### config.mk
export PLATFORM = sky130hd
export DESIGN_NAME = lru_capable_server_picker_core
export DESIGN_NICKNAME = d
export VERILOG_FILES = /design/src/hw/rtl/lcsp_pkg.sv /design/src/hw/rtl/lcsp_ram.sv /design/src/hw/rtl/lru_capable_server_picker_core.sv
export SDC_FILE = /design/constraint.sdc
export NUM_CORES = 1
export LEC_CHECK = 0
export BUFFER_PORTS_ARGS = -buffer_cell sky130_fd_sc_hd__buf_2
export CAP_MARGIN = 30
export CORE_ASPECT_RATIO = 1.5
export CORE_MARGIN = 2
export CORE_UTILIZATION = 50
export DETAILED_ROUTE_END_ITERATION = 10
export PLACE_DENSITY_LB_ADDON = 0.08
export SLEW_MARGIN = 20
export SYNTH_ARGS = -nofsm -noshare
export SYNTH_HDL_FRONTEND = slang
export SYNTH_SLANG_ARGS = --single-unit
### constraint.sdc
create_clock -name clk -period 4.2 [get_ports clk]
set_clock_uncertainty 0.1 [all_clocks]
set_input_delay 0 -clock clk [delete_from_list [all_inputs] [get_ports clk]]
set_output_delay 0 -clock clk [all_outputs]
set_load 0.02 [all_outputs]
### src/hw/rtl/lcsp_pkg.sv
// lcsp_pkg: transaction structs, operation/status codes and FSM states for the
// LRU capable server picker. No dependencies.
package lcsp_pkg;

  localparam int OP_W     = 2;
  localparam int SIG_W    = 6;
  localparam int SERVER_W = 4;
  localparam int STATUS_W = 2;

  typedef enum logic [OP_W-1:0] {
    OP_REGISTER = 2'd0,
    OP_LOCATE   = 2'd1,
    OP_REMOVE   = 2'd2
  } op_t;

  typedef enum logic [STATUS_W-1:0] {
    STATUS_OK   = 2'd0,
    STATUS_DUP  = 2'd1,
    STATUS_NONE = 2'd2
  } status_t;

  typedef struct packed {
    logic [OP_W-1:0]     operation;
    logic [SIG_W-1:0]    signature_id;
    logic [SERVER_W-1:0] server_id;
  } req_t;

  typedef struct packed {
    logic [STATUS_W-1:0] status;
    logic [SERVER_W-1:0] chosen_server;
  } rsp_t;

  typedef enum logic [3:0] {
    ST_INIT,
    ST_IDLE,
    ST_REG_CHK,
    ST_LOC_ROW,
    ST_LOC_SCAN,
    ST_FIND,
    ST_SHIFT,
    ST_TAIL,
    ST_SWEEP,
    ST_DONE
  } state_t;

endpackage

### src/hw/rtl/lcsp_ram.sv
// lcsp_ram: generic simple dual-port RAM, one write port, one read port with
// registered read data. No dependencies.
module lcsp_ram #(
  parameter int WIDTH = 16,
  parameter int DEPTH = 64,
  localparam int ADDR_W = $clog2(DEPTH)
) (
  input  logic              clk,
  input  logic              wr_en,
  input  logic [ADDR_W-1:0] wr_addr,
  input  logic [WIDTH-1:0]  wr_data,
  input  logic [ADDR_W-1:0] rd_addr,
  output logic [WIDTH-1:0]  rd_data
);

  logic [WIDTH-1:0] mem [DEPTH];

  always_ff @(posedge clk) begin
    if (wr_en) begin
      mem[wr_addr] <= wr_data;
    end
    rd_data <= mem[rd_addr];
  end

endmodule

### src/hw/rtl/lru_capable_server_picker_core.sv
// LRU capable server picker: capability table RAM, recency order RAM, sequencer.
// Depends on lcsp_pkg and lcsp_ram.
// One transaction at a time; scan and shift walk the order entries in use.
// After reset a clearing pass zeroes every capability RAM row; req_ready is low
// during that pass.
module lru_capable_server_picker_core #(
  parameter int SERVERS    = 16,
  parameter int SIGNATURES = 64
) (
  input  logic          clk,
  input  logic          rst,
  input  logic          req_valid,
  output logic          req_ready,
  input  lcsp_pkg::req_t req,
  output logic          rsp_valid,
  input  logic          rsp_ready,
  output lcsp_pkg::rsp_t rsp
);
  import lcsp_pkg::*;

  localparam int IDX_W     = $clog2(SERVERS);
  localparam int CNT_W     = $clog2(SERVERS + 1);
  localparam int SIG_IDX_W = $clog2(SIGNATURES);
  localparam logic [SERVERS-1:0]   ONE_HOT0 = SERVERS'(1);
  localparam logic [SIG_IDX_W-1:0] LAST_SIG = SIG_IDX_W'(SIGNATURES - 1);
  localparam logic [CNT_W-1:0]     FULL_LEN = CNT_W'(SERVERS);

  state_t               state, state_next;
  logic [OP_W-1:0]      op, op_next;
  logic [SIG_IDX_W-1:0] sig_addr, sig_addr_next;
  logic [IDX_W-1:0]     target, target_next;
  logic [SERVERS-1:0]   row, row_next;
  logic [IDX_W-1:0]     scan_idx, scan_idx_next;
  logic [CNT_W-1:0]     length, length_next;
  logic [SERVERS-1:0]   in_order, in_order_next;
  logic [SIG_IDX_W-1:0] sweep_idx, sweep_idx_next;
  logic [STATUS_W-1:0]  status, status_next;
  logic [IDX_W-1:0]     chosen, chosen_next;
  rsp_t                 rsp_next;
  logic                 rsp_valid_next;

  logic                 cap_we;
  logic [SIG_IDX_W-1:0] cap_waddr, cap_raddr;
  logic [SERVERS-1:0]   cap_wdata, cap_rdata;
  logic                 ord_we;
  logic [IDX_W-1:0]     ord_waddr, ord_raddr;
  logic [IDX_W-1:0]     ord_wdata, entry;

  logic                 srv_ok, sig_ok;
  logic [IDX_W-1:0]     req_srv;
  logic [CNT_W-1:0]     scan_nxt_cnt;
  logic [SERVERS-1:0]   tgt_mask;

  lcsp_ram #(.WIDTH(SERVERS), .DEPTH(SIGNATURES)) u_cap_ram (
    .clk     (clk),
    .wr_en   (cap_we),
    .wr_addr (cap_waddr),
    .wr_data (cap_wdata),
    .rd_addr (cap_raddr),
    .rd_data (cap_rdata)
  );

  lcsp_ram #(.WIDTH(IDX_W), .DEPTH(SERVERS)) u_ord_ram (
    .clk     (clk),
    .wr_en   (ord_we),
    .wr_addr (ord_waddr),
    .wr_data (ord_wdata),
    .rd_addr (ord_raddr),
    .rd_data (entry)
  );

  assign srv_ok       = int'(req.server_id) < SERVERS;
  assign sig_ok       = int'(req.signature_id) < SIGNATURES;
  assign req_srv      = IDX_W'(req.server_id);
  assign scan_nxt_cnt = CNT_W'(scan_idx) + CNT_W'(1);
  assign tgt_mask     = ONE_HOT0 << target;
  assign req_ready    = (state == ST_IDLE);

  always_comb begin
    state_next     = state;
    op_next        = op;
    sig_addr_next  = sig_addr;
    target_next    = target;
    row_next       = row;
    scan_idx_next  = scan_idx;
    length_next    = length;
    in_order_next  = in_order;
    sweep_idx_next = sweep_idx;
    status_next    = status;
    chosen_next    = chosen;
    rsp_next       = rsp;
    rsp_valid_next = rsp_valid;
    cap_we         = 1'b0;
    cap_waddr      = sig_addr;
    cap_wdata      = row;
    cap_raddr      = sig_addr;
    ord_we         = 1'b0;
    ord_waddr      = scan_idx;
    ord_wdata      = target;
    ord_raddr      = scan_idx;

    if (rsp_valid && rsp_ready) begin
      rsp_valid_next = 1'b0;
    end

    case (state)
      ST_INIT: begin
        cap_we    = 1'b1;
        cap_waddr = sweep_idx;
        cap_wdata = '0;
        if (sweep_idx == LAST_SIG) begin
          sweep_idx_next = '0;
          state_next     = ST_IDLE;
        end else begin
          sweep_idx_next = sweep_idx + SIG_IDX_W'(1);
        end
      end
      ST_IDLE: begin
        cap_raddr = SIG_IDX_W'(req.signature_id);
        ord_raddr = '0;
        if (req_valid) begin
          op_next        = req.operation;
          sig_addr_next  = SIG_IDX_W'(req.signature_id);
          target_next    = req_srv;
          status_next    = STATUS_OK;
          chosen_next    = '0;
          scan_idx_next  = '0;
          sweep_idx_next = '0;
          case (req.operation)
            OP_REGISTER: begin
              state_next = (srv_ok && sig_ok) ? ST_REG_CHK : ST_DONE;
            end
            OP_LOCATE: begin
              if (sig_ok) begin
                state_next = ST_LOC_ROW;
              end else begin
                status_next = STATUS_NONE;
                state_next  = ST_DONE;
              end
            end
            OP_REMOVE: begin
              cap_raddr = '0;
              if (!srv_ok) begin
                state_next = ST_DONE;
              end else if (in_order[req_srv]) begin
                state_next = ST_FIND;
              end else begin
                state_next = ST_SWEEP;
              end
            end
            default: begin
              state_next = ST_DONE;
            end
          endcase
        end
      end
      ST_REG_CHK: begin
        if ((cap_rdata & tgt_mask) != '0) begin
          status_next = STATUS_DUP;
          state_next  = ST_DONE;
        end else begin
          cap_we    = 1'b1;
          cap_waddr = sig_addr;
          cap_wdata = cap_rdata | tgt_mask;
          if (in_order[target]) begin
            ord_raddr     = '0;
            scan_idx_next = '0;
            state_next    = ST_FIND;
          end else begin
            if (length < FULL_LEN) begin
              ord_we                = 1'b1;
              ord_waddr             = IDX_W'(length);
              ord_wdata             = target;
              length_next           = length + CNT_W'(1);
              in_order_next[target] = 1'b1;
            end
            state_next = ST_DONE;
          end
        end
      end
      ST_LOC_ROW: begin
        row_next  = cap_rdata;
        ord_raddr = '0;
        if (length == '0) begin
          status_next = STATUS_NONE;
          state_next  = ST_DONE;
        end else begin
          state_next = ST_LOC_SCAN;
        end
      end
      ST_LOC_SCAN, ST_FIND: begin
        ord_raddr = IDX_W'(scan_nxt_cnt);
        if ((state == ST_LOC_SCAN && row[entry]) || (state == ST_FIND && entry == target)) begin
          target_next = entry;
          if (state == ST_LOC_SCAN) begin
            chosen_next = entry;
          end
          if (scan_nxt_cnt < length) begin
            scan_idx_next = scan_idx + IDX_W'(1);
            state_next    = ST_SHIFT;
          end else begin
            state_next = ST_TAIL;
          end
        end else if (scan_nxt_cnt >= length) begin
          status_next = STATUS_NONE;
          state_next  = ST_DONE;
        end else begin
          scan_idx_next = scan_idx + IDX_W'(1);
        end
      end
      ST_SHIFT: begin
        ord_we    = 1'b1;
        ord_waddr = scan_idx - IDX_W'(1);
        ord_wdata = entry;
        ord_raddr = IDX_W'(scan_nxt_cnt);
        if (scan_nxt_cnt < length) begin
          scan_idx_next = scan_idx + IDX_W'(1);
        end else begin
          state_next = ST_TAIL;
        end
      end
      ST_TAIL: begin
        if (op == OP_REMOVE) begin
          length_next           = length - CNT_W'(1);
          in_order_next[target] = 1'b0;
          cap_raddr             = '0;
          sweep_idx_next        = '0;
          state_next            = ST_SWEEP;
        end else begin
          ord_we     = 1'b1;
          ord_waddr  = IDX_W'(length - CNT_W'(1));
          ord_wdata  = target;
          state_next = ST_DONE;
        end
      end
      ST_SWEEP: begin
        cap_we    = 1'b1;
        cap_waddr = sweep_idx;
        cap_wdata = cap_rdata & ~tgt_mask;
        cap_raddr = sweep_idx + SIG_IDX_W'(1);
        if (sweep_idx == LAST_SIG) begin
          state_next = ST_DONE;
        end else begin
          sweep_idx_next = sweep_idx + SIG_IDX_W'(1);
        end
      end
      ST_DONE: begin
        if (!rsp_valid || rsp_ready) begin
          rsp_valid_next         = 1'b1;
          rsp_next.status        = status;
          rsp_next.chosen_server = SERVER_W'(chosen);
          state_next             = ST_IDLE;
        end
      end
      default: begin
        state_next = ST_IDLE;
      end
    endcase
  end

  always_ff @(posedge clk) begin
    if (rst) begin
      state     <= ST_INIT;
      sweep_idx <= '0;
      length    <= '0;
      in_order  <= '0;
      rsp_valid <= 1'b0;
    end else begin
      state     <= state_next;
      sweep_idx <= sweep_idx_next;
      length    <= length_next;
      in_order  <= in_order_next;
      rsp_valid <= rsp_valid_next;
    end
  end

  always_ff @(posedge clk) begin
    op       <= op_next;
    sig_addr <= sig_addr_next;
    target   <= target_next;
    row      <= row_next;
    scan_idx <= scan_idx_next;
    status   <= status_next;
    chosen   <= chosen_next;
    rsp      <= rsp_next;
  end

endmodule

Word-level counts from Yosys, hierarchy flattened

Memories as Yosys holds them, arrays and structs flattened. A register that Yosys moved wholly into a read port is not among the register bits.
Index checks and enable logic that the tools add are counted.

Output and inout port bits: 8
Word-level logic and storage cells: 183
Register bits: 76
Memories kept: 2
Input bits: 16
Memory bits (writable): 1,088

Memories:

| memory        | words | bits a word | read ports | clocked after Yosys merged registers in | wr ports | line           | source |
|---|---|---|---|---|---|---|---|
| u_cap_ram.mem | 64    | 16          | 1          | 1                                       | 1        | lcsp_ram.sv:16 | `logic [WIDTH-1:0] mem [DEPTH];` |
| u_ord_ram.mem | 16    | 4           | 1          | 1                                       | 1        | lcsp_ram.sv:16 |  |

Magnitude comparators: 7
Add/sub/neg operators: 6
Shifts and indexed selects: 1
Eq/ne operators: 32
Bitwise gates (word level): 7
Reductions and logical operators: 29
Mux-type cells: 85

Operator list:

| kind                                                                          | count |
|---|---|
| 4-bit two-way mux                                                             | 26 |
| 16-bit two-way mux                                                            | 5 |
| 16-bit bitwise AND                                                            | 3 |
| 6-bit two-way mux                                                             | 8 |
| 16-bit case mux with 3 select lines                                           | 1 |
| 4-bit case mux with 3 select lines                                            | 3 |
| 4-bit case mux with 9 select lines                                            | 1 |
| 2-bit inequality test (second input constant)                                 | 16 |
| 16-bit NOT                                                                    | 2 |
| 16-bit bitwise OR                                                             | 2 |
| 16-bit case mux with 2 select lines                                           | 1 |
| 6-bit case mux with 4 select lines                                            | 1 |
| 5-bit two-way mux                                                             | 4 |
| 1-bit two-way mux                                                             | 18 |
| 6-bit case mux with 3 select lines                                            | 1 |
| 4-bit by 3-bit equality test with 1-bit output (second input constant)        | 4 |
| 4-bit case mux with 2 select lines                                            | 2 |
| 4-bit case mux with 4 select lines                                            | 1 |
| 16-bit nonzero test                                                           | 1 |
| 1-bit by 4-bit left shift with 16-bit output (first input constant)           | 1 |
| 4-bit by 5-bit less-than comparator with 1-bit output (second input constant) | 3 |
| 1-bit binary-select mux with 4-bit select                                     | 3 |
| 6-bit AND reduction                                                           | 2 |
| 4-bit nonzero test                                                            | 3 |
| other kinds (37)                                                              | 55 |

Longest topological paths before layout

Word-level depth: 9
Mapped depth: 15
Depth with buffers taken out: 11

Cells and area by module

A second synthesis with hierarchy kept.

Cells, all modules: 2,568
Area total of the unflattened synthesis: 47,877.2 um^2

Modules (own cells, without submodules):

| module                         | times used | seq. area each (um^2) | area an instance (um^2) | cells an instance |
|---|---|---|---|---|
| lcsp_ram (u_cap_ram)           | 1          | 31,069.8              | 39,978.3                | 1,820 |
| lru_capable_server_picker_core | 1          | 1,961.9               | 5,232.5                 | 618 |
| lcsp_ram (u_ord_ram)           | 1          | 2,001.9               | 2,666.3                 | 130 |

Worst setup path before layout

No wires, ideal clock.

Kind: register to register
Start: reg target[2]
End: mem u_cap_ram.mem[0][10] (data pin)
Data required time: 3.744 ns
Arrival: 3.190 ns
Setup time: 0.356 ns
Path slack: 0.555 ns
Path buffers: 4
Clock period less this slack: 3.645 ns
Cell stages (with the launch flop): 11
Path through: edfxtp_1 -> clkbuf_1 -> or2_2 -> a221o_1 -> and4_1 -> clkbuf_1 -> nor3_2 -> clkbuf_1 -> clkbuf_1 -> o221ai_1 -> nand2_1

Longest elaborated chain between the ends: 5
Elaborated cells on any way between the ends: 8
Classes of those cells: shift: 1; mux: 2; bitwise: 4; reduce/logical: 1

RTL lines:

| element                                          | line                                  | source |
|---|---|---|
| start: declaration                               | lru_capable_server_picker_core.sv:31  | `logic [IDX_W-1:0] target, target_next;` |
| start signal: assignment                         | lru_capable_server_picker_core.sv:280 | `target <= target_next;` |
| 1-bit by 4-bit left shift with 16-bit output (*) | lru_capable_server_picker_core.sv:76  | `assign tgt_mask = ONE_HOT0 << target;` |
| 16-bit bitwise AND                               | lru_capable_server_picker_core.sv:158 | `if ((cap_rdata & tgt_mask) != '0) begin` |
| 16-bit nonzero test                              | lru_capable_server_picker_core.sv:158 |  |
| 16-bit two-way mux                               | lru_capable_server_picker_core.sv:158 |  |
| 16-bit case mux with 3 select lines (*)          | lru_capable_server_picker_core.sv:106 | `case (state)` |
| named net cap_wdata[10]                          | lru_capable_server_picker_core.sv:44  | `logic [SERVERS-1:0] cap_wdata, cap_rdata;` |
| end: declaration                                 | lcsp_ram.sv:16                        |  |

The timed path passes the listed nets; every way through them passes the cells marked *.

Worst setup path after layout

Start: reg target[0]
End: mem u_cap_ram.mem[26][0] (enable)

Longest elaborated chain between the ends: 7

RTL lines:

| element                                      | line                                  | source |
|---|---|---|
| 1-bit by 4-bit left shift with 16-bit output | lru_capable_server_picker_core.sv:76  |  |
| 16-bit bitwise AND                           | lru_capable_server_picker_core.sv:158 |  |
| 16-bit nonzero test                          | lru_capable_server_picker_core.sv:158 |  |
| 1-bit two-way mux                            | lru_capable_server_picker_core.sv:158 |  |
| 1-bit case mux with 2 select lines           | lru_capable_server_picker_core.sv:106 |  |
| 1-bit two-way mux                            | lcsp_ram.sv:19                        | `if (wr_en) begin` |
| 1-bit two-way mux (implied by the code)      | lcsp_ram.sv:20                        | `mem[wr_addr] <= wr_data;` |

No other way between the ends.

==> qor.csv <==
metric;value;unit
status;completed;
die-area;99900;sq um
gr-total-overflow;0;
synth.area.mux_share;0.0552;
irDropWorstVdd;0.366;mV
synth_compound_area_frac;0.0730;
synth_most_common_cell;edfxtp_1;
cts_tree;yes;
insertion_delay;0.73;ns
drive_gt1_frac;0.138;
yosys.area.top_type_share;0.699;
async_reset_ff_frac;0;
post-route-drc-count;0;
synth_flop_cell;edfxtp_1;
fin_nets;3627;
clkSinkCount;1184;
wirelength;137;mm
crit_type;register to register;
drt_iter0_markers;3241;
hold_class;input pin to register;
avgSynthCellArea;14.0;sq um
power_density;555;nW/um^2
worstSetupStartpointType;register;
dpl.hpwl;87.7;mm
worst_pin_slew;0.852;ns
clk_pin_slew_worst_paths;0.07;ns
synth_xor_area_frac;0.00324;
htreeDepth;3;
vias;30500;
syn-num-nets;3502;
dp_cells;4748;
synth_top_family_by_area;simple AND/OR/NAND/NOR gates;
synth_area_leaders;edfxtp_1 (70%), nand2_1 (5.9%), mux4_2 (4.0%);
gr-usage-all-layers;0.277;
slew_viol_final;0;
areaGrowthSynthToFinish;13.4;%
slew-limit-headroom;0.432;
grt_pass1_wl;201;mm
cts_buffer_depth;3;
cts_buffers;106;
synthAdderAreaFrac;0.00283;
synthDistinctLibCells;82;
critPathRequiredTime;4.48;ns
io_buffers;23;
core;96900;sq um
synth_edf_count;1132;
yosys-top-cells-count;edfxtp_1 (1132), nand2_1 (760), nand3_1 (266);
start_util;0.502;
arrival;4.15;ns
die_w;259;microns
syn_inst;3475;
rsz0062_at_grt;false;
max_freq;259;MHz
ys_seq_elements;1184;
synthSimpleGateAreaFrac;0.125;
leakage;18.6;nW
ys_seq_area_frac;0.720;
finalWorstPathRequiredPeriod;3.86;ns
hold_violations;0;
period_share;0.920;
drt_pass1_iterations;6;
ant_nets;0;
stdcell_count;4969;
die_h;386;microns
antenna_found_initial;3;
crit_fanout;23;
clockRootBuffer;clkbuf_16;
io_pins;24;
postLayoutCoreUtil;0.569;
critPathCaptureType;register;
drt-wirelength-per-cell;27.7;microns
maxCapViolations;0;
rows;140;
setup_viol;0;
synth_top_area_cell;edfxtp_1;
ys_warn_count;0;
grt_start_max_net_pins;91;
grt_pass1_vias;29900;
fin_tns_setup;0;ns
syn_area;48700;sq um
place_congestion;0.929;
via_per_inst;6.14;
==> state kept, by name (all words and copies together) (netlist names), 5 cells and up, named ones only <==
register / count
u_cap_ram.mem: 1024
u_ord_ram.mem: 64
row: 16
u_cap_ram.rd_data: 16
rsp: 6
sig_addr: 6
sweep_idx: 6
length: 5
==> cells by family after synthesis <==
| family | after synthesis |
|---|---|
| compound gates | 481 |
| xor+xnor | 18 |
| fa+ha+maj | 11 |
| buf+inv | 245 |
| flops | 1184 |
| simple gates | 1376 |
| mux | 160 |
==> final cells by class <==
type | count | area [sq um]
fillers | 7576 | 41700
flip-flops and latches | 1184 | 35000
multi-input cells | 2046 | 12700
clock buffers | 135 | 2800
repair buffers | 239 | 2210
well taps | 1278 | 1600
clock inverters | 63 | 732
inverters | 23 | 86.3
diodes | 1 | 2.50
==> power by group <==
| group | internal [mW] | switching, mW | total (mW) |
|---|---|---|---|
| Combinational | 1.93 | 4.39 | 6.32 |
| Sequential | 14.0 | 0.435 | 14.4 |
| Clock | 5.55 | 4.34 | 9.89 |
==> per-layer routing <==
metal / global-route usage / part of all wire / routed length [microns] / up-vias
met3: 0.0350 / 0.059 / 8090 / 260
met2: 0.469 / 0.50 / 69100 / 1194
met4: 0.137 / 0.050 / 6850 / 2
met1: 0.353 / 0.39 / 53400 / 15500
met5: 0 / 0.000095 / 13 / -
li1: - / - / - / 13500
==> worst max-delay path, stage by stage (launching register included) <==
cell and delay, ns:
edfxtp_1 0.56, and2_1 0.25, a221oi_1 0.47, a311oi_2 0.18, nor3_2 0.29, buf_4 0.33
nand2_1 0.10, o22ai_1 0.23, nand2_1 0.44, nor2_1 0.23, buf_4 0.35
==> layout by cell type, fill, tap and decap left out, types with 14 or more instances in the layout <==
cell | Yosys | layout
o21ai_0 | 43 | 43
a311o_1 | 16 | 16
inv_1 | 20 | 20
dfxtp_1 | 52 | 51
a311oi_1 | 16 | 16
mux2i_1 | 69 | 69
a32o_1 | 62 | 62
buf_12 | 0 | 33
buf_2 | 65 | 23
clkbuf_16 | 0 | 108
nand4_1 | 67 | 67
nand2_1 | 760 | 744
nor2_1 | 152 | 151
nor3_1 | 20 | 18
o211ai_1 | 32 | 32
a22oi_1 | 36 | 36
nand2_2 | 0 | 16
edfxtp_1 | 1132 | 1132
a21oi_1 | 110 | 108
a32oi_1 | 21 | 21
dlygate4sd3_1 | 0 | 21
o221ai_1 | 20 | 20
buf_4 | 5 | 161
clkinv_2 | 0 | 14
and3_1 | 26 | 26
clkbuf_1 | 130 | 27
nand3_1 | 266 | 266
nand2b_1 | 15 | 15
mux4_2 | 86 | 86
o22ai_1 | 22 | 22
clkinv_1 | 2 | 20
==> worst paths after layout <==
| kind | from | endpoint | slack (ns) | cells past startpoint |
|---|---|---|---|---|
| setup reg to reg | target[0] | u_cap_ram.mem[26][0] | 0.34 | 10 |
| hold reg to reg | status[1] | rsp[5] | 0.33 | 0 |
| setup / recovery | target[0] | u_cap_ram.mem[26][0] | 0.34 | 10 |
| hold / removal | req[6] | sig_addr[2] | 0.03 | 2 |
==> metrics by stage <==
step / total power [mW] / setup WS [ns] / hold slack [ns] / cell area [sq um]
2_1_floorplan: 18.1 / 0.555 / -0.00113 / 48700
3_3_place_gp: 20.8 / 0.318 / 0.147 / 51400
3_5_place_dp: 20.9 / 0.291 / 0.141 / 51400
4_1_cts: 30.8 / 0.264 / 0.00532 / 55100
5_1_grt: 31.7 / 0.0852 / 0.0186 / 55200
6_report: 30.6 / 0.335 / 0.0323 / 55200
==> what timing repair did <==
item                                    CTS  global route
endpoints found under the setup margin    0             4
hold buffers                             21             0
endpoints found under the hold margin    66             0
gates resized for setup                   0             2
buffers inserted                          0             0
No activity file was read; power rests on OpenSTA's default activity.
